`src/rtl/aabb_pkg.sv`:
```
// Package: widths and constants for the box overlap push-vector core.
package aabb_pkg;

	localparam int COORD_BITS_DEF = 16;
	localparam int PUSH_BITS      = 16;
	localparam int Q_BITS         = 15;      // magnitude 0..16384
	localparam int PUSH_ONE       = 16384;

endpackage

```
`src/rtl/aabb_front.sv`:
```
// Front stages: edge sums, overlap test and doubled centre differences.
module aabb_front import aabb_pkg::*; #(
	parameter int CB = COORD_BITS_DEF,
	localparam int DB = CB + 3
) (
	input  logic                 clk,
	input  logic                 arst_n,
	input  logic                 en,
	input  logic                 in_v,
	input  logic signed [CB-1:0] a_left,
	input  logic signed [CB-1:0] a_top,
	input  logic        [CB-2:0] a_width,
	input  logic        [CB-2:0] a_height,
	input  logic signed [CB-1:0] b_left,
	input  logic signed [CB-1:0] b_top,
	input  logic        [CB-2:0] b_width,
	input  logic        [CB-2:0] b_height,
	output logic                 v_s1,
	output logic                 hit_s1,
	output logic                 xneg_s1,
	output logic                 yneg_s1,
	output logic        [DB-1:0] adx_s1,
	output logic        [DB-1:0] ady_s1
);

	logic signed [CB+1:0] ar, br, ab, bb, al, bl, at, bt;
	logic signed [DB:0]   dx, dy;
	logic                 hx, hy;

	always_comb begin
		al = {{2{a_left[CB-1]}}, a_left};
		bl = {{2{b_left[CB-1]}}, b_left};
		at = {{2{a_top[CB-1]}}, a_top};
		bt = {{2{b_top[CB-1]}}, b_top};
		ar = al + $signed({3'b0, a_width});
		br = bl + $signed({3'b0, b_width});
		ab = at + $signed({3'b0, a_height});
		bb = bt + $signed({3'b0, b_height});
		hx = ((al > bl) ? al : bl) < ((ar < br) ? ar : br);
		hy = ((at > bt) ? at : bt) < ((ab < bb) ? ab : bb);
		dx = (DB+1)'(ar + al) - (DB+1)'(br + bl);
		dy = (DB+1)'(ab + at) - (DB+1)'(bb + bt);
	end

	always_ff @(posedge clk or negedge arst_n) begin
		if (!arst_n) begin
			v_s1 <= 1'b0;
		end else if (en) begin
			v_s1 <= in_v;
		end
	end

	always_ff @(posedge clk) begin
		if (en) begin
			hit_s1  <= hx && hy;
			xneg_s1 <= dx[DB];
			yneg_s1 <= dy[DB];
			adx_s1  <= dx[DB] ? DB'(-dx) : DB'(dx);
			ady_s1  <= dy[DB] ? DB'(-dy) : DB'(dy);
		end
	end

endmodule

```
`config.mk`:
```
export PLATFORM = sky130hd
export DESIGN_NAME = aabb_front
export DESIGN_NICKNAME = d
export VERILOG_FILES = /design/src/rtl/aabb_pkg.sv /design/src/rtl/aabb_front.sv
export SDC_FILE = /design/constraint.sdc
export NUM_CORES = 1
export LEC_CHECK = 0
export CAP_MARGIN = 10
export CELL_PAD_IN_SITES_DETAIL_PLACEMENT = 0
export CELL_PAD_IN_SITES_GLOBAL_PLACEMENT = 1
export CORE_MARGIN = 2
export CORE_UTILIZATION = 45
export DETAILED_ROUTE_END_ITERATION = 10
export DONT_BUFFER_PORTS = 1
export PLACE_DENSITY_LB_ADDON = 0.1
export SYNTH_ARGS = -nofsm -noshare
export SYNTH_HDL_FRONTEND = slang
export SYNTH_SLANG_ARGS = --single-unit
```
`constraint.sdc`:
```
create_clock -name clk -period 1.1 [get_ports clk]
set_input_delay 0.055 -clock clk [delete_from_list [all_inputs] [get_ports clk]]
set_output_delay 0.055 -clock clk [all_outputs]
set_load 0.02 [all_outputs]
```
; Word-level counts from Yosys, hierarchy flattened
; Index checks and enable logic that the tools add are counted.
[word_totals]
regBits = 42
in_bits = 128
out_inout_bits = 42
word_cells = 31
[op_classes]
n_addsub = 12
n_lt_le_gt_ge = 6
mux = 6
n_reduce_logical = 1
[op_table]
columns = op, n
row1 = adder 17 x 16 -> 18 bit, 4
row2 = two-way mux 18 bit, 4
row3 = adder 16 x 16 -> 17 bit, 4
row4 = two-way mux 19 bit, 2
row5 = negator 19 bit, 2
row6 = subtractor 18 x 18 -> 19 bit, 2
row7 = < comparator 18 bit, 2
row8 = < comparator 17 bit, 2
row9 = > comparator 16 bit, 2
row10 = logical AND 1 bit, 1

; Longest topological paths before layout
; Gate-level depths: netlist of run 1.
[depth]
word_depth = 5
ltp_mapped = 34
ltp_nobuf = 33

; Least setup slack after synthesis of run 1
; No wires, ideal clock.
[synth_path]
path_type = input to register
start = in b_top[0]
end = reg hit_s1, data pin
setup_time_ns = 0.259
t_arrival_ns = 5.755
required_time_ns = 0.841
slack_ns = -4.914
path_stages = 34
n_path_buf = 1
path_cell_list = ha_1 -> inv_1 -> fa_1 -> and2b_1 -> o31a_1 -> nor4_1 -> o311ai_0 -> a21oi_1 -> o21bai_1 -> a21o_1 -> a21o_1 -> a21oi_1 -> nand2_1 -> ha_1 -> nand2_1 -> o21bai_1 -> a31oi_1 -> nand2_1 -> mux2_2 -> buf_6 -> mux2i_1 -> ha_1 -> a21o_1 -> a21o_1 -> a21o_1 -> a21o_1 -> a221oi_1 -> o21ai_0 -> a21o_1 -> a31oi_1 -> nand2_1 -> nand4_1 -> nor3_1 -> nor4bb_1
[synth_between]
elab_chain_cells = 5
elab_cells_between_ends = 7
classes_between = add/sub (1) / order compare (3) / mux (2) / reduce/logical (1)
[synth_lines]
columns = item, line
row1 = start: declaration, aabb_front.sv:15  ; input logic signed [CB-1:0] b_top,
row2 = adder 16 x 16 -> 17 bit, aabb_front.sv:38  ; bb = bt + $signed({3'b0, b_height});
row3 = < comparator 17 bit, aabb_front.sv:40  ; hy = ((at > bt) ? at : bt) < ((ab < bb) ? ab : bb);
row4 = two-way mux 18 bit, aabb_front.sv:40
row5 = < comparator 18 bit (*), aabb_front.sv:40
row6 = logical AND 1 bit (*), aabb_front.sv:55  ; hit_s1 <= hx && hy;
row7 = end signal: assignment, aabb_front.sv:55
row8 = end: declaration, aabb_front.sv:19  ; output logic hit_s1,
; Every way passes the cells marked *; elsewhere a longest branch is shown, timed or not.
; A chain may end at the register's enable or synchronous reset.

; Worst setup path in the final report of run 1
[layout_path]
start = in b_top[2]
end = reg hit_s1, data pin
; Same word-level chain as after synthesis.

==> results.sh, run 1 <==
export IMPL_cts_root_buffer_cell="clkbuf_16"
export IMPL_slowest_stage="mux2_4"
export IMPL_outcome="finished with violations"
export IMPL_grt_ovfl_total=0
export IMPL_syn2layout_area_growth_pct=43.12
export IMPL_fmax_ghz=0.1806
export IMPL_cp_required_ns=1.15
export IMPL_core_sq_um=24180
export IMPL_viasPerCell=5.123
export IMPL_synthArstFlopShare=0.02381
export IMPL_violations="negative hold slack, negative setup slack"
export IMPL_diodes=0
export IMPL_htree_levels=2
export IMPL_numClockSinks=42
export IMPL_start_kind="input pin"
export IMPL_synth_area_leaders="ha_1 22%, fa_1 11%, edfxtp_1 11%, xnor2_1 7.6%, inv_1 7.0%"
export IMPL_worst_pin_slew_ns=0.4507
export IMPL_crit_path_max_fanout=7
export IMPL_fp_dieArea_sq_um=25730
export IMPL_whs_ns=-0.1386
export IMPL_die_h_um=160.4
export IMPL_yosysUniqueCellTypes=69
export IMPL_synth_top_area_share=0.2228
export IMPL_first_global_vias=10984
export IMPL_place_congestion=0.8897
export IMPL_peakVddDrop_v=0.001790
export IMPL_drive_gt1_frac=0.3623
export IMPL_hpwl_mm=27.46
export IMPL_crit_type="input pin to flop"
export IMPL_path_clk_slew_ns=0.07
export IMPL_maxCapViolations=0
export IMPL_synthesis_nets=1690
export IMPL_power_density_nw_per_um2=2965
export IMPL_worst_skew_pair_late_latency_ns=0.30
export IMPL_post_dp_cell_area_sq_um=14680
export IMPL_yosysWarnings=0
export IMPL_fin_ws_ns=-4.439
export IMPL_drc=0
export IMPL_rsz0062_at_grt="yes"
export IMPL_slew_violations=0
export IMPL_met1_usage=0.2615
export IMPL_leakagePower_uw=0.007993
export IMPL_synth_ff_type="edfxtp_1"
export IMPL_fp_dieW_um=160.4
export IMPL_synth_edf_count=41
export IMPL_finalHoldViolations=44
export IMPL_synthCells=1304
export IMPL_setup_viol=41
export IMPL_finalWirelength_mm=31.45
export IMPL_cts_max_path_buffers=2
export IMPL_wire_per_inst_um=15.33
export IMPL_first_pass_iters=4
export IMPL_crit_path_end_kind="flop"
export IMPL_cts_tree="yes"
export IMPL_cts_buffers=5
export IMPL_grt_first_pass_wirelength_mm=51.34
export IMPL_io_buffers=0
export IMPL_place_inst=2011
export IMPL_pin_count=170
export IMPL_final_cells=2052
export IMPL_hp_class="input pin to flop"
export IMPL_hold_buffers=3
export IMPL_finalInstanceArea_sq_um=15750
export IMPL_nFillCells=2079
export IMPL_finalCritPeriodShare=5.035
export IMPL_drtAntennaViolNets=0
export IMPL_synth_area_sq_um=11010
export IMPL_via_count=10512
export IMPL_met2_usage=0.5014
export IMPL_arrival_ns=5.59
export IMPL_num_nets_final=2113
export IMPL_rows=57
export IMPL_slew_headroom=0.6981
export IMPL_grt_max_degree=43
export IMPL_drt_iter0_drc=323
export IMPL_fin_skew_ns=0
export IMPL_met3_usage=0.03177
export IMPL_grt_antenna_before_repair=1
export IMPL_cpPeakStageDelay_ns=0.36
export IMPL_synth_seq_area_share=0.1141
export IMPL_synth_top_cell_by_area="ha_1"
export IMPL_track_usage=0.2463
export IMPL_start_util=0.4553
export IMPL_top_usage_layer="met2"
export IMPL_syn_area_per_cell_sq_um=8.441
export IMPL_period_minus_slack_ns=5.539
export IMPL_crit_path_frequent_cell="a21o_1"
export IMPL_ys_ff_latch=42
path summary, 6_finish.rpt:
path	end	cells past startpoint	from	slack [ns]
max in group asynchronous	v_s1$_DFFE_PN0P_	2	arst_n	0.50
setup reg to reg	v_s1$_DFFE_PN0P_	1	v_s1$_DFFE_PN0P_	0.25
hold / removal	adx_s1[1]$_DFFE_PP_	0	en	-0.14
setup / recovery	hit_s1$_DFFE_PP_	32	b_top[2]	-4.44
min in group asynchronous	v_s1$_DFFE_PN0P_	2	arst_n	0.50
hold reg to reg	v_s1$_DFFE_PN0P_	1	v_s1$_DFFE_PN0P_	0.67
sequential cells by signal, indices dropped and copies added, names as in the netlist:
name     flops
yneg_s1      1
adx_s1      19
v_s1         1
ady_s1      19
xneg_s1      1
hit_s1       1
cells by family after synthesis:
group	count (synthesis)	share of synthesized area
buffers and inverters	222	0.07798
AO/OA/AOI/OAI	313	0.1853
adder cells (fa/ha/maj)	262	0.3395
multiplexers	48	0.04990
flip-flops	42	0.1141
XOR/XNOR	133	0.1065
AND/OR/NAND/NOR	284	0.1266
through the flow:
stage                 util  total power (uW)  setup WS (ns)  setup TNS, ns  hold WS [ns]
global route        0.6516             50840         -4.740        -160.54       -0.1486
detailed placement  0.6072             40930         -4.940        -173.78       -0.2406
floorplan                -             26110         -4.490        -154.15       -0.2406
CTS                 0.6408             45440         -4.491        -152.80       -0.1421
finish              0.6516             46710         -4.439        -151.43       -0.1386
global placement    0.6072             40360         -4.827        -171.84       -0.2406
synthesized netlist by cell type, types with 4 or more instances:
| master | number |
|---|---|
| o21a_1 | 15 |
| fa_1 | 62 |
| inv_1 | 205 |
| nand2b_1 | 20 |
| nor4_1 | 4 |
| o21bai_1 | 19 |
| o21ai_0 | 65 |
| nor2_1 | 71 |
| mux2i_1 | 14 |
| mux2_4 | 7 |
| a31oi_1 | 11 |
| nor3_1 | 17 |
| xor2_1 | 37 |
| a211oi_1 | 9 |
| a211o_1 | 4 |
| and3_1 | 11 |
| nor2b_1 | 15 |
| xnor2_1 | 95 |
| nor3b_1 | 5 |
| and2_1 | 5 |
| o211ai_1 | 4 |
| edfxtp_1 | 41 |
| a21oi_1 | 88 |
| nand2_1 | 71 |
| nand3_1 | 25 |
| mux2_2 | 25 |
| nand3b_1 | 4 |
| nand4_1 | 21 |
| ha_1 | 196 |
| a21o_1 | 62 |
| or2_2 | 6 |
| clkbuf_1 | 10 |
layout by cell type, fill, tap and decap left out, types with 49 or more instances in the layout:
master / n
inv_1: 194
a21o_1: 62
fa_1: 59
a21oi_1: 72
buf_4: 410
nor2_1: 64
xnor2_1: 78
ha_1: 182
nand2_1: 57
o21ai_0: 49
critical path, delay by kind of cell:
kind | cells | cell delay, ns
mux | 2 | 0.65
fa+ha+maj | 3 | 0.89
xor+xnor | 1 | 0.15
simple gates | 9 | 1.01
compound gates | 14 | 2.38
buf+inv | 3 | 0.45
layout make-up:
cell class              instances  area [sq um]  area share
clock buffers                   5         125.1    0.007943
multi-input cells            1040          9786      0.6212
inverters                     206         780.7     0.04956
clock inverters                 3         25.02    0.001589
well taps                     324         405.4     0.02573
flip-flops and latches         42          1256     0.07975
repair buffers                432          3374      0.2142
report_power, final:
part,internal [uW],switching (uW)
sequential,3890,1260
clock,855,718
combinational,21700,18300
metal layers:
metal / wire (um) / up-vias
met1: 12060 / 4891
met3: 1303 / 49
met5: 0 / -
li1: - / 5376
met4: 875 / 0
met2: 17210 / 196
timing repair:
item,in CTS,in global routing
pin swaps,74,32
hold endpoints to repair,45,44
setup buffers,28,7
gates cloned,2,1
gates resized for setup,73,55
endpoints found under the setup margin,41,41
No activity file was read; power rests on OpenSTA's default activity.
==> run 2: changes to the inputs <==
--- a/config.mk
+++ b/config.mk
@@ -5,14 +5,15 @@
 export SDC_FILE = /design/constraint.sdc
 export NUM_CORES = 1
 export LEC_CHECK = 0
-export CAP_MARGIN = 10
 export CELL_PAD_IN_SITES_DETAIL_PLACEMENT = 0
 export CELL_PAD_IN_SITES_GLOBAL_PLACEMENT = 1
 export CORE_MARGIN = 2
 export CORE_UTILIZATION = 45
 export DETAILED_ROUTE_END_ITERATION = 10
 export DONT_BUFFER_PORTS = 1
+export MAX_ROUTING_LAYER = met4
 export PLACE_DENSITY_LB_ADDON = 0.1
 export SYNTH_ARGS = -nofsm -noshare
 export SYNTH_HDL_FRONTEND = slang
 export SYNTH_SLANG_ARGS = --single-unit
+export TNS_END_PERCENT = 5
==> run 2 against run 1 <==
The flow still finishes with violations (negative hold slack, negative setup slack). First-iteration DRC count up 3.1%. Worst hold slack improved by 0.0058 ns. Fmax decreased by 2.4%. Register-to-register slack about the same.
==> results.sh, run 2 (same netlist as run 1, synthesis figures left out) <==
export IMPL_m1WireLength_mm=12.27
export IMPL_slowest_stage="a2111oi_4"
export IMPL_whs_ns=-0.1328
export IMPL_topRoutingLayerUsed="met4"
export IMPL_grt_ovfl_total=0
export IMPL_numClockSinks=42
export IMPL_cp_required_ns=1.14
export IMPL_viasPerCell=5.187
export IMPL_rsz0062_at_grt="yes"
export IMPL_io_buffers=0
export IMPL_fmax_ghz=0.1763
export IMPL_first_global_vias=11103
export IMPL_die_h_um=160.4
export IMPL_worst_pin_slew_ns=0.4787
export IMPL_hpwl_mm=27.39
export IMPL_nFillCells=2095
export IMPL_final_common_cell="buf_4"
export IMPL_slew_violations=0
export IMPL_outcome="finished with violations"
export IMPL_post_dp_cell_area_sq_um=14400
export IMPL_start_util=0.4553
export IMPL_r2r_end="v_s1$_DFFE_PN0P_"
export IMPL_path_clk_slew_ns=0.07
export IMPL_cts_max_path_buffers=2
export IMPL_fp_dieArea_sq_um=25730
export IMPL_crit_type="input pin to flop"
export IMPL_peakVddDrop_v=0.002055
export IMPL_cts_buffers=5
export IMPL_fin_ws_ns=-4.573
export IMPL_reg_top3="adx_s1 (19), ady_s1 (19)"
export IMPL_cts_root_buffer_cell="clkbuf_16"
export IMPL_core_sq_um=24180
export IMPL_grt_antenna_before_repair=0
export IMPL_r2r_start="v_s1$_DFFE_PN0P_"
export IMPL_crit_path_end_kind="flop"
export IMPL_ff_latch_area_sq_um=1256
export IMPL_hp_class="input pin to flop"
export IMPL_grt_first_pass_wirelength_mm=51.12
export IMPL_layout_common_cells="422 x buf_4, 199 x inv_1, 183 x ha_1"
export IMPL_finalHoldViolations=43
export IMPL_drive_gt1_frac=0.3385
export IMPL_first_pass_iters=4
export IMPL_finalWirelength_mm=32.22
export IMPL_num_nets_final=2116
export IMPL_crit_path_end="hit_s1$_DFFE_PP_"
export IMPL_place_congestion=0.9057
export IMPL_rr_worst_depth=1
export IMPL_wl_met3_mm=1.222
export IMPL_routed_wl_met2_mm=17.64
export IMPL_grt_max_degree=43
export IMPL_pin_count=170
export IMPL_hold_buffers=3
export IMPL_wire_per_inst_um=15.67
export IMPL_startpoint="b_top[0]"
export IMPL_multiInputGateArea_sq_um=9540
export IMPL_drt_iter0_drc=333
export IMPL_rrSetupSlack_ns=0.24
export IMPL_slew_headroom=0.6786
export IMPL_cpPeakStageDelay_ns=0.38
export IMPL_setup_tns_ns=-155.55
export IMPL_start_kind="input pin"
export IMPL_violations="negative hold slack, negative setup slack"
export IMPL_via_count=10665
export IMPL_cts_tree="yes"
export IMPL_maxCapViolations=0
export IMPL_worst_skew_pair_late_latency_ns=0.30
export IMPL_place_ws_ns=-4.985
export IMPL_finalCritPeriodShare=5.157
export IMPL_arrival_ns=5.72
export IMPL_crit_path_frequent_cell="buf_4"
export IMPL_period_minus_slack_ns=5.673
export IMPL_drtAntennaViolNets=0
export IMPL_finalInstanceArea_sq_um=15460
export IMPL_htree_levels=2
export IMPL_rows=57
export IMPL_fp_dieW_um=160.4
export IMPL_syn2layout_area_growth_pct=40.48
export IMPL_crit_path_max_fanout=5
export IMPL_leakagePower_uw=0.007910
export IMPL_power_density_nw_per_um2=2822
export IMPL_hold_depth=0
export IMPL_drc=0
export IMPL_setup_viol=41
export IMPL_track_usage=0.2528
export IMPL_fin_skew_ns=0
run 2: report_power, final:
group	switching, uW	internal (uW)
Sequential	1250	3890
Combinational	16700	20200
Clock	702	855
Total	18700	25000
run 2: per-stage QoR:
step | std cells | util | hold slack, ns | power, uW
6_report | 2056 | 0.6395 | -0.1328 | 43640
5_1_grt | 2055 | 0.6394 | -0.1409 | 47660
4_1_cts | 2050 | 0.6257 | -0.1376 | 42490
3_5_place_dp | 1995 | 0.5955 | -0.2406 | 38990
3_3_place_gp | 1995 | 0.5955 | -0.2406 | 38430
2_1_floorplan | 1304 | - | -0.2406 | 25100
run 2: layout make-up:
type / instances / area share
Multi-Input combinational cell: 1040 / 0.6170
Timing Repair Buffer: 434 / 0.2148
Sequential cell: 42 / 0.08124
Inverter: 206 / 0.05033
Tap cell: 324 / 0.02622
Clock buffer: 5 / 0.008092
Clock inverter: 3 / 0.001618
Timing Repair inverter: 1 / 0.0004855
Antenna cell: 1 / 0.0001618
run 2: worst min-delay path by stage:
stage,start,to,slack (ns)
global route,en,adx_s1[8]$_DFFE_PP_,-0.14
finish,en,adx_s1[1]$_DFFE_PP_,-0.13
global placement,arst_n,v_s1$_DFFE_PN0P_,-0.24
CTS,en,xneg_s1$_DFFE_PP_,-0.14
floorplan,arst_n,v_s1$_DFFE_PN0P_,-0.24
detailed placement,arst_n,v_s1$_DFFE_PN0P_,-0.24
run 2: timing repair:
action	4_1_cts	5_1_grt
pin swaps	26	39
buffers inserted	45	5
endpoints found under the setup margin	41	41
endpoints found under the hold margin	44	43
gates resized for setup	39	67
cloned	1	2
run 2: routing by layer:
layer,vias to the layer above,track usage
met2,241,0.5057
li1,5375,-
met5,-,-
met1,4980,0.2499
met4,0,0.08313
met3,69,0.03099
run 2: worst max-delay path, delay by kind of cell:
family                     cells  cell delay [ns]
buffers and inverters         17             2.08
AOI/OAI and AO/OA             10             1.92
and+or+nand+nor                5             0.83
adders and majority gates      3             0.65
xor gates and xnor gates       1             0.15
